File: config.mk
export PLATFORM = sky130hd
export DESIGN_NAME = ptpe_fetch_seq
export DESIGN_NICKNAME = d
export VERILOG_FILES = /design/src/hw/rtl/ptpe_pkg.sv /design/src/hw/rtl/ptpe_fetch_seq.sv
export SDC_FILE = /design/constraint.sdc
export NUM_CORES = 1
export LEC_CHECK = 0
export BUFFER_PORTS_ARGS = -buffer_cell sky130_fd_sc_hd__buf_2
export CAP_MARGIN = 20
export CORE_ASPECT_RATIO = 0.9
export CORE_MARGIN = 3
export CORE_UTILIZATION = 39
export DETAILED_ROUTE_END_ITERATION = 12
export SKIP_LAST_GASP = 1
export SYNTH_ARGS = -nofsm -noshare
export SYNTH_HDL_FRONTEND = slang
export SYNTH_SLANG_ARGS = --single-unit
export TNS_END_PERCENT = 100
File: constraint.sdc
create_clock -name clk_i -period 1.9 [get_ports clk_i]
set_input_delay 0.57 -clock clk_i [delete_from_list [all_inputs] [get_ports clk_i]]
set_output_delay 0.57 -clock clk_i [all_outputs]
set_load 0.1 [all_outputs]
File: src/hw/rtl/ptpe_pkg.sv
// Shared types, sizes and helpers of the planar tile pattern encoder.
// No dependencies; every other file of the block refers to this package.
package ptpe_pkg;

  localparam int unsigned ImageSide    = 128;
  localparam int unsigned TileSide     = 8;
  localparam int unsigned PixPerWord   = 8;
  localparam int unsigned PixelCount   = ImageSide * ImageSide;
  localparam int unsigned StoreWords   = PixelCount / PixPerWord;
  localparam int unsigned TilesPerRow  = ImageSide / TileSide;
  localparam int unsigned BytesPerTile = 2 * TileSide;
  localparam int unsigned TableBytes   = TilesPerRow * TilesPerRow * BytesPerTile;

  localparam int unsigned LoadPosW  = $clog2(PixelCount);
  localparam int unsigned FetchPosW = $clog2(TableBytes);
  localparam int unsigned AddrW     = $clog2(StoreWords);
  localparam int unsigned TileW     = $clog2(TilesPerRow);
  localparam int unsigned RowW      = $clog2(TileSide);
  localparam int unsigned FillW     = $clog2(PixPerWord);
  localparam int unsigned WordW     = 2 * PixPerWord;

  localparam logic [7:0] ChanZero = 8'd0;
  localparam logic [7:0] ChanFull = 8'd255;

  localparam logic [1:0] IdxBlack = 2'd0;
  localparam logic [1:0] IdxWhite = 2'd1;
  localparam logic [1:0] IdxRed   = 2'd2;
  localparam logic [1:0] IdxBlue  = 2'd3;

  localparam logic FuncLoad  = 1'b0;
  localparam logic FuncFetch = 1'b1;

  typedef logic [AddrW-1:0] addr_t;
  typedef logic [WordW-1:0] word_t;

  // Write request from the load packer to the pixel store.
  typedef struct packed {
    logic  en;
    addr_t addr;
    word_t data;
  } wr_req_t;

  // Partly filled word that has not reached the store yet.
  typedef struct packed {
    logic             match;
    logic [FillW-1:0] fill;
    word_t            pix;
  } fwd_t;

  typedef struct packed {
    logic       bad;
    logic [1:0] idx;
  } color_t;

  function automatic color_t color_index(logic [7:0] r, logic [7:0] g, logic [7:0] b);
    color_t c;
    c.bad = 1'b0;
    if (r == ChanZero && g == ChanZero && b == ChanZero) begin
      c.idx = IdxBlack;
    end else if (r == ChanFull && g == ChanFull && b == ChanFull) begin
      c.idx = IdxWhite;
    end else if (r == ChanFull && g == ChanZero && b == ChanZero) begin
      c.idx = IdxRed;
    end else if (r == ChanZero && g == ChanZero && b == ChanFull) begin
      c.idx = IdxBlue;
    end else begin
      c.idx = IdxBlack;
      c.bad = 1'b1;
    end
    return c;
  endfunction

  // One bitplane of a stored word, leftmost pixel (lowest bits) in the MSB.
  function automatic logic [7:0] plane_byte(word_t w, logic plane);
    logic [7:0] b;
    for (int k = 0; k < PixPerWord; k++) begin
      b[PixPerWord-1-k] = w[2*k + int'(plane)];
    end
    return b;
  endfunction

endpackage

File: src/hw/rtl/ptpe_fetch_seq.sv
// Fetch side: walks the pattern table and turns each byte position into a
// store word address and a bitplane. Depends on ptpe_pkg.
module ptpe_fetch_seq (
  input  logic            clk_i,
  input  logic            rst_ni,
  input  logic            fetch_en_i,
  output ptpe_pkg::addr_t addr_o,
  output logic            plane_o,
  output logic            last_o
);

  localparam int unsigned PlaneBit = ptpe_pkg::RowW;
  localparam int unsigned TxLo     = ptpe_pkg::RowW + 1;

  logic [ptpe_pkg::FetchPosW-1:0] pos_q, pos_d;

  // Byte position is {tile y, tile x, plane, row}; the word holding that
  // row is {tile y, row, tile x}.
  assign addr_o  = {pos_q[ptpe_pkg::FetchPosW-1 -: ptpe_pkg::TileW],
                    pos_q[ptpe_pkg::RowW-1:0],
                    pos_q[TxLo +: ptpe_pkg::TileW]};
  assign plane_o = pos_q[PlaneBit];
  assign last_o  = (pos_q == ptpe_pkg::FetchPosW'(ptpe_pkg::TableBytes - 1));

  always_comb begin
    pos_d = pos_q;
    if (fetch_en_i) begin
      pos_d = last_o ? '0 : pos_q + ptpe_pkg::FetchPosW'(1);
    end
  end

  always_ff @(posedge clk_i or negedge rst_ni) begin
    if (!rst_ni) begin
      pos_q <= '0;
    end else begin
      pos_q <= pos_d;
    end
  end

endmodule

# Word level (Yosys, flattened, before mapping)
# Cells that the tools add are included.
# Widths: inputs -> output; s select.
[classes]
eq_ne = 1
n_addsub = 1
n_mux = 1
[ops]
columns = ["operator", "n"]
rows = [
  ["$add 12x1->12 const B", 1],
  ["$eq 12x12->1 const B", 1],
  ["$mux 12", 1],
]
[word_totals]
reg_bits = 12
out_inout_bits = 13
in_bits = 3
word_cells = 4

# Longest topological paths before layout
[logic_depth]
ltp_word = 2
depth_mapped = 4
depth_no_buf = 4

# Worst setup path before layout
# Ideal clock, no wire load.
[synth_timing]
kind = "reg-to-output"
start = "reg pos_q[1] (netlist bit)"
end = "out last_o"
setup_slack_ns = -2.194
required_time_ns = 1.330
arrival_time_ns = 3.524
n_path_buf = 0
path_stages_with_launch = 4
cell_sequence = "dfrtp_1 -> ha_1 -> nand3_1 -> nor3_1"
[synth_via]
elab_chain_cells = 1
[synth_rtl]
columns = ["item", "line", "source"]
rows = [
  ["start, declared", "ptpe_fetch_seq.sv:15", "logic [ptpe_pkg::FetchPosW-1:0] pos_q, pos_d;"],
  ["start signal, assigned", "ptpe_fetch_seq.sv:36", "pos_q <= pos_d;"],
  ["$eq 12x12->1", "ptpe_fetch_seq.sv:23", "assign last_o = (pos_q == ptpe_pkg::FetchPosW'(ptpe_pkg::TableBytes - 1));"],
  ["end, declared", "ptpe_fetch_seq.sv:9", "output logic last_o"],
]
# Every way passes these cells.

# Final worst setup path
[layout_timing]
start = "reg pos_q[3] (netlist bit)"
end = "out last_o"
# The elaborated chain is that of the path after synthesis.

==> results.toml <==
[sta]
drv_slew = 0
max_freq_mhz = 520
fin_tns_setup_ns = -0.0237
rsz0062_at_grt = "yes"
slew_headroom = 0.677
worstMarginPinSlew_ns = 0.487
whs_ns = 0.152
hold_viol_final = 0
post-route-min-period_ns = 1.92
layout_setup_ws_ns = -0.0237
setup_viol = 1
final.setup_skew_ns = 0.00281
finalCritPeriodShare = 1.01

[power]
power.total_mw = 1.25
p_per_area_nw_per_um2 = 1370
max-vdd-ir-drop_mv = 1.24
leakagePower_nw = 0.409

[status]
violations = "setup timing"
status = "finished with violations"

[drt]
wirelength_um = 1500
via_count = 579
antenna_left = 0
drt_pre_antenna_iters = 4
drt_iter0_drc = 14
drc = 0
viasPerCell = 5.36
wl_per_cell_um = 13.9

[finish]
fillCellCount = 126
finalNetCount = 91
seq_area_um2 = 338
layout-drive-gt1-share = 0.535
reg.largest.list = "pos_q (12)"
utilization = 0.618
diodes = 0
areaGrowthSynthToFinish_pct = 44.2
multiInputGateArea_um2 = 348
largest_register = "pos_q"
largest_register_ffs = 12

[global_routing]
grt_pass1_vias = 540
grt_usage = 0.169
grt_start_max_net_pins = 13
grt_antenna_before_repair = 0
overflow = 0
grt_pass1_wl_um = 2590

[cts]
numCtsBuffers = 3
cts_tree = "done"
cts_root_buf = "clkbuf_4"
htree_num_levels = 1
cts_num_sinks = 12
path_clk_slew_ns = 0.08
clk_latency_ns = 0.28
clock_path_buffers = 2

[floorplan]
die_height_um = 44.3
start_util = 0.429
rows = 13
io_pins = 16
die_area_um2 = 2150
die_w_um = 48.5
core_area_um2 = 1480

[synth]
synth_edf_count = 0
synthesis.area_um2 = 634
ys_seq_area_frac = 0.473
syn_avg_cell_area_um2 = 10.6
async_reset_ff_frac = 1.00
synth_cells = 60
synth_cell_types = 27
synth_fp_nets = 64
yosys_most_used_dff = "dfrtp_1"
ys_warn_count = 0
synth_seq_cells = 12

[setup_path]
cp_slowest_stage_delay_ns = 0.47
crit_chain = "nand4_4 -> nor3_4 -> buf_12"
cp-start-kind = "register"
path_buf_inv = 1
required_ns = 1.33
crit_cells = 3
crit_end = "last_o"
worstPathArrival_ns = 1.35
r2r_start = "pos_q[1]"
endpoint_kind = "output pin"
rr_endpoint = "pos_q[3]"
ff2ff_setup_slack_ns = 0.43
slowest_stage = "dfrtp_4"
worstPathMaxFanout = 7
crit_family = "flip-flops"
rr_worst_depth = 4
crit_start = "pos_q[3]"
path_class = "register to output pin"

[job]
max-cap-violations = 0

[place]
place_ws_ns = 0.188
io_buffer_count = 15
hpwl_um = 1030
place_congestion = 0.745

[worst_hold_path]
hp-class = "input port to asynchronous set/reset pin"
-- layout by cell type (no fill, tap or decap), types with 2 or more instances in the layout --
cell type	instances
dfrtp_2	3
inv_1	4
xnor2_1	5
o21ai_0	3
dfrtp_4	9
a21oi_1	3
o22ai_1	2
clkbuf_4	3
buf_2	14
nor2_1	2
buf_4	8
nor4_1	2
nand2_1	5
nand4_1	3
-- through the flow --
step	std cells	cell area (um2)
final	108	915
after floorplan	60	708
after global routing	108	915
after detailed placement	98	833
after global placement	98	833
after CTS	108	915
-- what timing repair did --
item | 4_1_cts | 5_1_grt
setup endpoints to repair | 1 | 1
setup buffers | 6 | 0
pin swaps | 2 | 0
hold buffers | 0 | 0
resized for setup | 0 | 0
endpoints found under the hold margin | 0 | 0
-- power by group --
group          internal, mW  switching (mW)  total [mW]
clock network         0.117          0.0918       0.208
logic                 0.117           0.485       0.603
registers             0.337           0.104       0.441
-- Yosys cell counts (2+ instances only) --
cell / instances / area share
nand2_1: 5 / 0.030
dfrtp_1: 12 / 0.47
a21oi_1: 3 / 0.024
nand4_1: 3 / 0.030
xnor2_1: 5 / 0.069
inv_1: 4 / 0.024
o21ai_0: 3 / 0.024
nor2_1: 2 / 0.012
nor4_1: 2 / 0.020
o22ai_1: 2 / 0.020
nor3_1: 2 / 0.016
nand3_1: 2 / 0.016
-- worst min path at each step --
stage                     end  slack (ns)  depth (start not counted)
floorplan           pos_q[11]        0.27                          0
finish               pos_q[9]        0.15                          1
detailed placement   pos_q[9]        0.47                          1
global placement     pos_q[9]        0.46                          1
CTS                  pos_q[8]        0.15                          1
global route         pos_q[9]        0.15                          1
-- metal layers --
layer  GRT usage  routed length [um]
met1       0.210                 719
met2       0.250                 656
met3      0.0572                  98
met4       0.119                  27
met5           0                   0
-- logic make-up after synthesis --
| family | after synthesis | share of synthesized area |
|---|---|---|
| simple gates | 23 | 0.258 |
| compound gates | 13 | 0.130 |
| flops | 12 | 0.473 |
| xor+xnor | 6 | 0.0828 |
| buf+inv | 5 | 0.0355 |
| fa+ha+maj | 1 | 0.0197 |
-- area by class of cell --
cell class / count / area share
Tap cell: 22 / 0.0301
Timing Repair Buffer: 23 / 0.164
Clock buffer: 4 / 0.0397
Sequential cell: 12 / 0.369
Inverter: 4 / 0.0164
Multi-Input combinational cell: 43 / 0.380
Note: power is estimated with default switching activity, not from simulation.
