### config.mk
export PLATFORM = sky130hd
export DESIGN_NAME = ptpe_load_packer
export DESIGN_NICKNAME = d
export VERILOG_FILES = /design/src/hw/rtl/ptpe_pkg.sv /design/src/hw/rtl/ptpe_load_packer.sv
export SDC_FILE = /design/constraint.sdc
export NUM_CORES = 1
export LEC_CHECK = 0
export BUFFER_PORTS_ARGS = -buffer_cell sky130_fd_sc_hd__buf_2
export CAP_MARGIN = 20
export CORE_ASPECT_RATIO = 0.5
export CORE_MARGIN = 8
export CORE_UTILIZATION = 30
export DETAILED_ROUTE_END_ITERATION = 7
export GPL_ROUTABILITY_DRIVEN = 0
export SYNTH_ARGS = -nofsm -noshare
export SYNTH_HDL_FRONTEND = slang
export SYNTH_SLANG_ARGS = --single-unit
### constraint.sdc
create_clock -name clk_i -period 2.5 [get_ports clk_i]
set_input_delay 0 -clock clk_i [delete_from_list [all_inputs] [get_ports clk_i]]
set_output_delay 0 -clock clk_i [all_outputs]
set_load 0.005 [all_outputs]
### src/hw/rtl/ptpe_pkg.sv
// Shared types, sizes and helpers of the planar tile pattern encoder.
// No dependencies; every other file of the block refers to this package.
package ptpe_pkg;

  localparam int unsigned ImageSide    = 128;
  localparam int unsigned TileSide     = 8;
  localparam int unsigned PixPerWord   = 8;
  localparam int unsigned PixelCount   = ImageSide * ImageSide;
  localparam int unsigned StoreWords   = PixelCount / PixPerWord;
  localparam int unsigned TilesPerRow  = ImageSide / TileSide;
  localparam int unsigned BytesPerTile = 2 * TileSide;
  localparam int unsigned TableBytes   = TilesPerRow * TilesPerRow * BytesPerTile;

  localparam int unsigned LoadPosW  = $clog2(PixelCount);
  localparam int unsigned FetchPosW = $clog2(TableBytes);
  localparam int unsigned AddrW     = $clog2(StoreWords);
  localparam int unsigned TileW     = $clog2(TilesPerRow);
  localparam int unsigned RowW      = $clog2(TileSide);
  localparam int unsigned FillW     = $clog2(PixPerWord);
  localparam int unsigned WordW     = 2 * PixPerWord;

  localparam logic [7:0] ChanZero = 8'd0;
  localparam logic [7:0] ChanFull = 8'd255;

  localparam logic [1:0] IdxBlack = 2'd0;
  localparam logic [1:0] IdxWhite = 2'd1;
  localparam logic [1:0] IdxRed   = 2'd2;
  localparam logic [1:0] IdxBlue  = 2'd3;

  localparam logic FuncLoad  = 1'b0;
  localparam logic FuncFetch = 1'b1;

  typedef logic [AddrW-1:0] addr_t;
  typedef logic [WordW-1:0] word_t;

  // Write request from the load packer to the pixel store.
  typedef struct packed {
    logic  en;
    addr_t addr;
    word_t data;
  } wr_req_t;

  // Partly filled word that has not reached the store yet.
  typedef struct packed {
    logic             match;
    logic [FillW-1:0] fill;
    word_t            pix;
  } fwd_t;

  typedef struct packed {
    logic       bad;
    logic [1:0] idx;
  } color_t;

  function automatic color_t color_index(logic [7:0] r, logic [7:0] g, logic [7:0] b);
    color_t c;
    c.bad = 1'b0;
    if (r == ChanZero && g == ChanZero && b == ChanZero) begin
      c.idx = IdxBlack;
    end else if (r == ChanFull && g == ChanFull && b == ChanFull) begin
      c.idx = IdxWhite;
    end else if (r == ChanFull && g == ChanZero && b == ChanZero) begin
      c.idx = IdxRed;
    end else if (r == ChanZero && g == ChanZero && b == ChanFull) begin
      c.idx = IdxBlue;
    end else begin
      c.idx = IdxBlack;
      c.bad = 1'b1;
    end
    return c;
  endfunction

  // One bitplane of a stored word, leftmost pixel (lowest bits) in the MSB.
  function automatic logic [7:0] plane_byte(word_t w, logic plane);
    logic [7:0] b;
    for (int k = 0; k < PixPerWord; k++) begin
      b[PixPerWord-1-k] = w[2*k + int'(plane)];
    end
    return b;
  endfunction

endpackage

### src/hw/rtl/ptpe_load_packer.sv
// Load side: maps pixels to indices, packs eight into a word and writes the
// full word to the store. Keeps the sticky bad color flag. Depends on ptpe_pkg.
module ptpe_load_packer (
  input  logic              clk_i,
  input  logic              rst_ni,
  input  logic              load_en_i,
  input  logic [7:0]        red_i,
  input  logic [7:0]        green_i,
  input  logic [7:0]        blue_i,
  input  ptpe_pkg::addr_t   fetch_addr_i,
  output ptpe_pkg::wr_req_t wr_o,
  output ptpe_pkg::fwd_t    fwd_o,
  output logic              flag_next_o
);

  logic [ptpe_pkg::LoadPosW-1:0] pos_q, pos_d;
  ptpe_pkg::word_t               buf_q, buf_d;
  logic                          bad_q, bad_d;
  ptpe_pkg::color_t              color;
  logic [ptpe_pkg::FillW-1:0]    fill;

  assign color = ptpe_pkg::color_index(red_i, green_i, blue_i);
  assign fill  = pos_q[ptpe_pkg::FillW-1:0];

  always_comb begin
    pos_d = pos_q;
    buf_d = buf_q;
    bad_d = bad_q;
    if (load_en_i) begin
      buf_d[{fill, 1'b0} +: 2] = color.idx;
      bad_d = bad_q | color.bad;
      if (pos_q == ptpe_pkg::LoadPosW'(ptpe_pkg::PixelCount - 1)) begin
        pos_d = '0;
      end else begin
        pos_d = pos_q + ptpe_pkg::LoadPosW'(1);
      end
    end
  end

  always_ff @(posedge clk_i or negedge rst_ni) begin
    if (!rst_ni) begin
      pos_q <= '0;
      bad_q <= 1'b0;
    end else begin
      pos_q <= pos_d;
      bad_q <= bad_d;
    end
  end

  always_ff @(posedge clk_i) begin
    buf_q <= buf_d;
  end

  // The word goes to the store together with the eighth pixel.
  assign wr_o.en   = load_en_i && (fill == ptpe_pkg::FillW'(ptpe_pkg::PixPerWord - 1));
  assign wr_o.addr = pos_q[ptpe_pkg::LoadPosW-1:ptpe_pkg::FillW];
  assign wr_o.data = {color.idx, buf_q[ptpe_pkg::WordW-3:0]};

  assign fwd_o.match = (fetch_addr_i == pos_q[ptpe_pkg::LoadPosW-1:ptpe_pkg::FillW]);
  assign fwd_o.fill  = fill;
  assign fwd_o.pix   = buf_q;

  assign flag_next_o = bad_d;

endmodule

Yosys cells after proc, flatten, opt, wreduce, memory -nomap -nowiden. Index checks and enable logic that the tools add are counted.

Div/mod/pow operators: 0. Eq/ne operators: 6. $add $sub $neg: 2. Reductions and logical operators: 11. Multiply operators: 0. Mux-type cells: 11. Order comparisons: 0. Bitwise operators: 1. Shift operators: 2.

Operators with widths (count): $eq A8 B8 Y1 const B (3); $logic_not A8 Y1 (3); $bwmux W16 (1); $shift A2 B6 Y16 const A (1); $shiftx A2 B6 Y16 (1); $add A14 B1 Y14 const B (1); $eq A14 B14 Y1 const B (1); $mux W14 (1); $eq A11 B11 Y1 (1); $logic_and A1 B1 Y1 (8); $mux W2 (4); $neg A4 Y6 (1); $mux W1 (5); $eq A3 B3 Y1 const B (1); $or A1 B1 Y1 (1).

Latch bits: 0. Register bits after elaboration: 31. Input port bits: 38. Bits in read-only memories: 0. Bits in writable memories: 0. Memories kept: 0. Output and inout port bits: 49. Word-level logic and storage cells: 36.

Logic depth before layout (Yosys ltp). Gate-level depths: netlist of the first run.

Depth after elaboration: 9. Mapped depth: 7. Depth with buffers taken out: 6.

Worst setup path after synthesis of the first run. OpenSTA, ideal clock, no wires.

Path kind: register to register. Start: register pos_q[0] (netlist name). End: register buf_q[12], enable pin. Arrival: 1.871 ns. Slack: 0.321 ns. Period minus slack after synthesis: 2.179 ns. Buffers on the path: 0. Setup time: 0.309 ns. Stages on the path, launching flop included: 7. Data required time: 2.191 ns. Path through: dfrtp_1 > inv_1 > ha_1 > ha_1 > nand2b_1 > or4_1 > nor2_1.

RTL lines: to (signal assigned) (line ptpe_load_packer.sv:51) `buf_q <= buf_d;`; to (decl) (line ptpe_load_packer.sv:17) `ptpe_pkg::word_t buf_q, buf_d;`.

==> metrics.md, run 1 <==
| Metric | Value |
|---|---|
| Die Y-Extent | 71.0 um |
| Total I/O pin count | 87 |
| Netlist area before placement | 1820 um^2 |
| Period utilization | about nine tenths |
| Run status | finished clean |
| Routed WL | 4.69 mm |
| Resized cells post-CTS | 0 |
| Final Max Tran Viols | 0 |
| Clock transition at the registers of the reported paths | approximately 0.05 ns |
| Design internal power | 1170 uW |
| Setup total negative slack | 0 ns |
| Fraction of final layout cells with drive strength greater than 1 | 41.1% |
| Portion of netlist area occupied by mux cells | 0.619% |
| Transition time of the tightest slew-check pin | slightly above 0.5 ns |
| Pin count of the biggest net entering global routing | 16 |
| Skew-Pair Late Insertion Delay | 0.28 ns |
| DRC violations left | 0 |
| Util after Layout | 40.6% |
| Fraction of registers with async set/reset | 48.4% |
| Complex-gate fraction of the synthesized area | between 5 and 6% |
| Final worst path period need | 2.25 ns |
| CTS sink cnt | 31 |
| Top achievable clock speed | 445 MHz |
| Power density of the placed cells | between 600 and 700 nW/um^2 |
| Number of buffers added by the clock tree synthesis step | 5 |
| Primary FF master, synth | sky130_fd_sc_hd__edfxtp_1 |
| # diodes | 0 |
| Avg Vias per Cell | 4.61 |
| Non-filler instance count after layout | 335 |
| P_sw | around 520 uW |
| Most frequent cell on the critical path | sky130_fd_sc_hd__ha_1 |
| Layout Nets | 299 |
| Synthesized instance count | 175 |
| Placeable core region | 5960 um^2 |
| TritonCTS clock tree | yes |
| Port Buf Inserts | 86 |
| Critical path class | register to register |
| Max-cap violations | 0 |
| Width of the chip | roughly 130 um |
| Power share of the clock group | 35.2% |
| Top area cells in the synthesized netlist | sky130_fd_sc_hd__edfxtp_1 26%, sky130_fd_sc_hd__dfrtp_1 21%, sky130_fd_sc_hd__xnor2_1 8.7% |
| Fill cells | 607 |
| Global-route wire length before repair | 7.83 mm |
| Largest stage delay, worst path | between 0.5 and 0.6 ns |
| Slew Limit Headroom | 65.5% |
| Fraction of power consumed by combinational cells | 24.8% |
| Iteration-0 DRC Markers | 35 |
| Worst hold path class | input pin to register |
| Maximum clock path buffer count | 2 |
| Most instantiated library cell after synthesis | sky130_fd_sc_hd__nor2_1 |
| Synth Register Bits | 31 |
| Placed wire-length estimate | 3.86 mm |
| Crit path max-delay family | simple AND/OR/NAND/NOR gates |
| Starting utilization of the core area | 30.5% |
| Adder-cell area share of the yosys netlist | under 10% |
| Number of antenna violations at the first check in global routing | 0 |
| Endpoint required time on the critical path | between 2 and 2.5 ns |
| Switching share of power | between 30% and 40% |
| Number of levels in the clock H-tree | 2 |
| Congestion Overflow GR | 0 |
| Critical path's slowest cell | sky130_fd_sc_hd__or4_1 |
| Final hold violation count | 0 |
| Number of flops mapped to enable cells by yosys | 16 |
| Detailed-routing iteration count for the pre-antenna-repair pass | 4 |
| Xor/xnor cell area share of the yosys netlist | approximately a tenth |
| Share of the yosys chip area belonging to registers | 47.1% |
| Worst path arrival time | 2.22 ns |
| Bufs and invs on worst path | 1 |
| Mean post-synth cell area | around 10 um^2 |
| Total placed cells including tap cells | 326 |
| Synthesized-area fraction occupied by and/or/nand/nor cells | 26.9% |
| Die area | ~9000 um^2 |
| Combinational family with the most area after synthesis | simple AND/OR/NAND/NOR gates |
| Vias in the first global route | 1,618 |
| Top cell type by total area after synthesis | sky130_fd_sc_hd__edfxtp_1 |
| List of most frequent post-synthesis cells | 29 x sky130_fd_sc_hd__nor2_1, 18 x sky130_fd_sc_hd__xnor2_1, 16 x sky130_fd_sc_hd__edfxtp_1, 15 x sky130_fd_sc_hd__dfrtp_1, 14 x sky130_fd_sc_hd__buf_4 |
| Kind of end point of the critical path | register |
| Site row count | 20 |
| Number of nets with antenna violations after detailed routing | 0 |
| Total nets after synthesis | 217 |
| Leakage power of the design | 0.00105 uW |
| Critical Path Source Type | register |
| Warnings from Yosys | 0 |
| Largest fanout of any net on the critical path | 7 |
| Area share of the largest cell type after synthesis | 26.4% |
| Area growth, synth to finish | 32.9% |
| Ordered list of cells on the worst path | inv_1 -> ha_1 -> ha_1 -> nand2_1 -> or4_1 -> nor2_1 |
| Via count | 1,546 |
| Master cell of the clock root buffer | sky130_fd_sc_hd__clkbuf_16 |
| Slack of the worst reg-to-reg path | 0.25 ns |
| Part of the power in registers | 40.0% |
| Post-DR wirelength/cell | 14.0 um |
| Setup repair after global routing missed its margin | no |
| Setup Skew | 0.00683 ns |
| Final-report setup violation count | 0 |
| GRT Util Overall | between 10% and 20% |
| Highest ir drop seen on vdd | 0.203 mV |
| Number of library cell types mapped by synthesis | 33 |
-- flip-flops by register name, indices dropped and copies added, names as in the netlist --
signal  cells
buf_q      16
pos_q      14
bad_q       1
-- placed cells by master, fill, tap and decap left out, types with 5 or more instances in the layout --
cell                        synthesis  routed
sky130_fd_sc_hd__buf_2              0      86
sky130_fd_sc_hd__nor2_1            29      29
sky130_fd_sc_hd__xnor2_1           18      18
sky130_fd_sc_hd__edfxtp_1          16      16
sky130_fd_sc_hd__dfrtp_1           15      15
sky130_fd_sc_hd__nand4_1           11      11
sky130_fd_sc_hd__nor3_1             9       9
sky130_fd_sc_hd__inv_1              7       7
sky130_fd_sc_hd__or4_1              7       7
sky130_fd_sc_hd__nand2_1            7       7
sky130_fd_sc_hd__nand3_1            5       5
sky130_fd_sc_hd__clkbuf_16          0       5
-- repair_timing --
action                                 4_1_cts  5_1_grt
buffers inserted                             0        0
hold buffers                                 1        0
endpoints found under the hold margin       15        0
-- layout make-up --
| cell class | instances | area (um^2) | share of cell area (%) |
|---|---|---|---|
| inverters | 7 | 26.3 | 1.09 |
| clock inverters | 1 | 5.00 | 0.207 |
| flip-flops and latches | 31 | 856 | 35.4 |
| well taps | 77 | 96.3 | 3.99 |
| multi-input cells | 122 | 827 | 34.2 |
| repair buffers | 90 | 463 | 19.2 |
| clock buffers | 7 | 143 | 5.90 |
-- layer usage --
layer  up-vias  global-route usage [%]  wire, um  part of all wire [%]
li1        788                       -         -                     -
met1       715                    11.8      1990                    42
met2        37                    18.5      2340                    50
met3         6                    3.97       308                   6.6
met4         0                    3.96        59                   1.3
met5         -                       0         0                     0
-- cells by family (layout without fill, tap and decap cells) --
group,after synthesis,in the layout
mux,1,1
simple gates,87,87
xor+xnor,21,21
compound gates,9,9
buf+inv,22,105
fa+ha+maj,4,4
flops,31,31
-- power by group through the flow --
stage / sequential [uW] / combinational [uW] / clock, uW
after floorplan: 677 / 260 / 0
after global placement: 679 / 406 / 0
after CTS: 674 / 423 / 608
after detailed placement: 683 / 418 / 0
final: 675 / 419 / 594
after global routing: 687 / 474 / 621
-- final timing paths --
| kind | end | depth (start not counted) | from |
|---|---|---|---|
| max in group asynchronous | pos_q[6] | 2 | rst_ni |
| min in group asynchronous | pos_q[12] | 2 | rst_ni |
| worst max register to register | buf_q[4] | 6 | pos_q[1] |
| worst min register to register | bad_q | 1 | bad_q |
| worst min-delay path | bad_q | 2 | load_en_i |
| worst max-delay path | buf_q[4] | 6 | pos_q[1] |
-- stage by stage --
step                total power, uW  hold slack (ns)  setup slack [ns]  instance area (um^2)
floorplan                       937           -0.296             0.321                  1820
global placement               1090          -0.0743             0.353                  2260
finish                         1690           0.0734             0.252                  2420
global route                   1780            0.104             0.157                  2420
CTS                            1710           0.0666             0.278                  2420
detailed placement             1100          -0.0744             0.290                  2260
(Power assumes the default switching activity.)
==> run 2: changes to the inputs <==
--- a/config.mk
+++ b/config.mk
@@ -8,7 +8,7 @@
 export BUFFER_PORTS_ARGS = -buffer_cell sky130_fd_sc_hd__buf_2
 export CAP_MARGIN = 20
 export CORE_ASPECT_RATIO = 0.5
-export CORE_MARGIN = 8
+export CORE_MARGIN = 5
 export CORE_UTILIZATION = 30
 export DETAILED_ROUTE_END_ITERATION = 7
 export GPL_ROUTABILITY_DRIVEN = 0
==> constraint.sdc (replaced) <==
create_clock -name clk_i -period 2.15 [get_ports clk_i]
set_input_delay 0 -clock clk_i [delete_from_list [all_inputs] [get_ports clk_i]]
set_output_delay 0 -clock clk_i [all_outputs]
set_load 0.005 [all_outputs]
==> metrics.md, run 2 (synthesis gave the netlist of run 1 again) <==
| Metric | Value |
|---|---|
| Maximum clock path buffer count | 2 (unchanged) |
| Fraction of power consumed by combinational cells | 28.6% (was 24.8%) |
| Congestion Overflow GR | 0 (unchanged) |
| Placed wire-length estimate | 3.67 mm (was 3.86 mm) |
| Instance count along the most critical hold path | 2 (unchanged) |
| Width of the chip | 120 um (was 126 um) |
| Routed WL | 4.53 mm (was 4.69 mm) |
| Most common library cell in the layout ignoring fill and taps | sky130_fd_sc_hd__buf_2 (unchanged) |
| Area growth, synth to finish | 35.0% (was 32.9%) |
| Period utilization | 93.9% (was 89.9%) |
| Site row count | 20 (unchanged) |
| Max reg flops | 16 (unchanged) |
| Final-report setup violation count | 0 (unchanged) |
| Die area | 7810 um^2 (was 8960 um^2) |
| Run status | finished clean (unchanged) |
| Util after Layout | 41.0% (was 40.6%) |
| Number of antenna violations at the first check in global routing | 0 (unchanged) |
| Layout Nets | 303 (was 299) |
| Worst hold path class | input pin to register (unchanged) |
| Master cell of the clock root buffer | sky130_fd_sc_hd__clkbuf_16 (unchanged) |
| Starting utilization of the core area | 30.4% (was 30.5%) |
| DRC violations left | 0 (unchanged) |
| Via count | 1,608 (was 1,546) |
| Hold_sp | load_en_i (unchanged) |
| Crit Reg-Reg Startpoint | pos_q[0] (was pos_q[1]) |
| Largest fanout of any net on the critical path | 7 (unchanged) |
| Setup repair after global routing missed its margin | no (unchanged) |
| Pin count of the biggest net entering global routing | 16 (unchanged) |
| Transition time of the tightest slew-check pin | 0.511 ns (was 0.514 ns) |
| Clock transition at the registers of the reported paths | 0.05 ns (about the same) |
| Final worst path period need | 2.02 ns (was 2.25 ns) |
| Total I/O pin count | 87 (unchanged) |
| Port Buf Inserts | 86 (unchanged) |
| Detailed-routing iteration count for the pre-antenna-repair pass | 4 (unchanged) |
| Die Y-Extent | 65.0 um (was 71.0 um) |
| Commonest cells after routing, fill and taps aside | 86 x sky130_fd_sc_hd__buf_2, 27 x sky130_fd_sc_hd__nor2_1, 18 x sky130_fd_sc_hd__xnor2_1 (was 86 x sky130_fd_sc_hd__buf_2, 29 x sky130_fd_sc_hd__nor2_1, 18 x sky130_fd_sc_hd__xnor2_1) |
| Design internal power | 1390 uW (was 1170 uW) |
| Setup Skew | 0.00432 ns (was 0.00683 ns) |
| Slack of the worst reg-to-reg path | 0.13 ns (was 0.25 ns) |
| Number of buffers added by the clock tree synthesis step | 5 (unchanged) |
| Critical Path Source Type | register (unchanged) |
| Power density of the placed cells | 813 nW/um^2 (was 699 nW/um^2) |
| Hold Crit Endpoint | bad_q (unchanged) |
| GRT Util Overall | 12.1% (was 10.7%) |
| Avg Vias per Cell | 4.74 (was 4.61) |
| Post-DR wirelength/cell | 13.4 um (was 14.0 um) |
| Largest registers in the final layout | buf_q (16), pos_q (14), bad_q (1) (unchanged) |
| Reg-to-reg critical path endpoint | buf_q[4] (unchanged) |
| Slew Limit Headroom | 65.9% (was 65.5%) |
| Placeable core region | 5980 um^2 (was 5960 um^2) |
| Max-cap violations | 0 (unchanged) |
| Endpoint required time on the critical path | 2.13 ns (was 2.47 ns) |
| TritonCTS clock tree | yes (unchanged) |
| Fill cells | 591 (was 607) |
| Fraction of final layout cells with drive strength greater than 1 | 42.7% (was 41.1%) |
| Final hold violation count | 0 (unchanged) |
| Kind of end point of the critical path | register (unchanged) |
| # diodes | 0 (unchanged) |
| Setup total negative slack | 0 ns (unchanged) |
| Number of nets with antenna violations after detailed routing | 0 (unchanged) |
| Top achievable clock speed | 495 MHz (was 445 MHz) |
| Global-route wire length before repair | 7.55 mm (was 7.83 mm) |
| Worst r2r path cells | 6 (unchanged) |
| P_sw | 610 uW (was 517 uW) |
| Worst path arrival time | 2.00 ns (was 2.22 ns) |
| Iteration-0 DRC Markers | 61 (was 35) |
| Power share of the clock group | 33.2% (was 35.2%) |
| Buffers inserted by post-CTS timing repair | 0 (unchanged) |
| CTS sink cnt | 31 (unchanged) |
| Skew-Pair Late Insertion Delay | 0.27 ns (was 0.28 ns) |
| Vias in the first global route | 1,572 (was 1,618) |
| Critical path class | register to register (unchanged) |
| Final Max Tran Viols | 0 (unchanged) |
| Worst hold slack | 0.0740 ns (was 0.0734 ns) |
| Highest ir drop seen on vdd | 0.236 mV (was 0.203 mV) |
| Register with the most flip-flops | buf_q (unchanged) |
| Part of the power in registers | 38.2% (was 40.0%) |
| Number of levels in the clock H-tree | 2 (unchanged) |
| Switching share of power | 30.6% (about the same) |
| Leakage power of the design | 0.00106 uW (was 0.00105 uW) |
run 2: power by group through the flow:
stage / clock [uW] / sequential [uW] / combinational [uW]
after global routing: 703 / 772 / 638
after floorplan: 0 / 788 / 328
final: 662 / 762 / 571
after detailed placement: 0 / 772 / 568
after global placement: 0 / 771 / 553
after CTS: 672 / 762 / 573
run 2: worst max path at each step:
stage | startpoint | endpoint | slack, ns | cells past startpoint
after global routing | pos_q[0] | buf_q[9] | 0.03 | 5
after detailed placement | pos_q[0] | buf_q[5] | 0.06 | 6
after floorplan | pos_q[0] | buf_q[4] | 0.05 | 6
final | pos_q[0] | buf_q[4] | 0.13 | 6
after CTS | pos_q[0] | buf_q[4] | 0.05 | 6
after global placement | pos_q[0] | buf_q[4] | 0.14 | 6
run 2: layout make-up:
type	instances	area (um^2)	share of cell area (%)
clock buffer	8	136	5.56
timing repair buffer	94	493	20.1
inverter	7	26.3	1.07
sequential	31	856	34.9
tap	77	96.3	3.92
multi-input combinational	122	847	34.5
run 2: worst max-delay path, cell delays in order (launching register included):
cell	delay (ns)
sky130_fd_sc_hd__dfrtp_1	0.34
sky130_fd_sc_hd__inv_1	0.08
sky130_fd_sc_hd__ha_2	0.20
sky130_fd_sc_hd__ha_4	0.30
sky130_fd_sc_hd__nand2_1	0.11
sky130_fd_sc_hd__or4_1	0.55
sky130_fd_sc_hd__nor2_2	0.15
run 2: what timing repair did:
action | CTS | global route
hold buffers | 1 | 0
resized for setup | 0 | 2
setup endpoints to repair | 0 | 4
hold endpoints to repair | 15 | 0
run 2: metal layers:
layer / share of wire (%) / GRT usage [%] / vias to the layer above
li1: - / - / 796
met1: 45 / 14.9 / 769
met5: 0 / 0 / -
met4: 1.2 / 5.28 / 0
met2: 49 / 20.3 / 38
met3: 5.1 / 3.31 / 5
run 2: per-stage QoR:
stage	std cells	instance area, um^2	setup slack (ns)	power [uW]
after detailed placement	330	2300	0.0634	1340
after global routing	339	2450	0.0284	2110
after global placement	330	2300	0.143	1320
after CTS	339	2450	0.0534	2010
final	339	2450	0.130	2000
after floorplan	175	1830	0.0503	1120
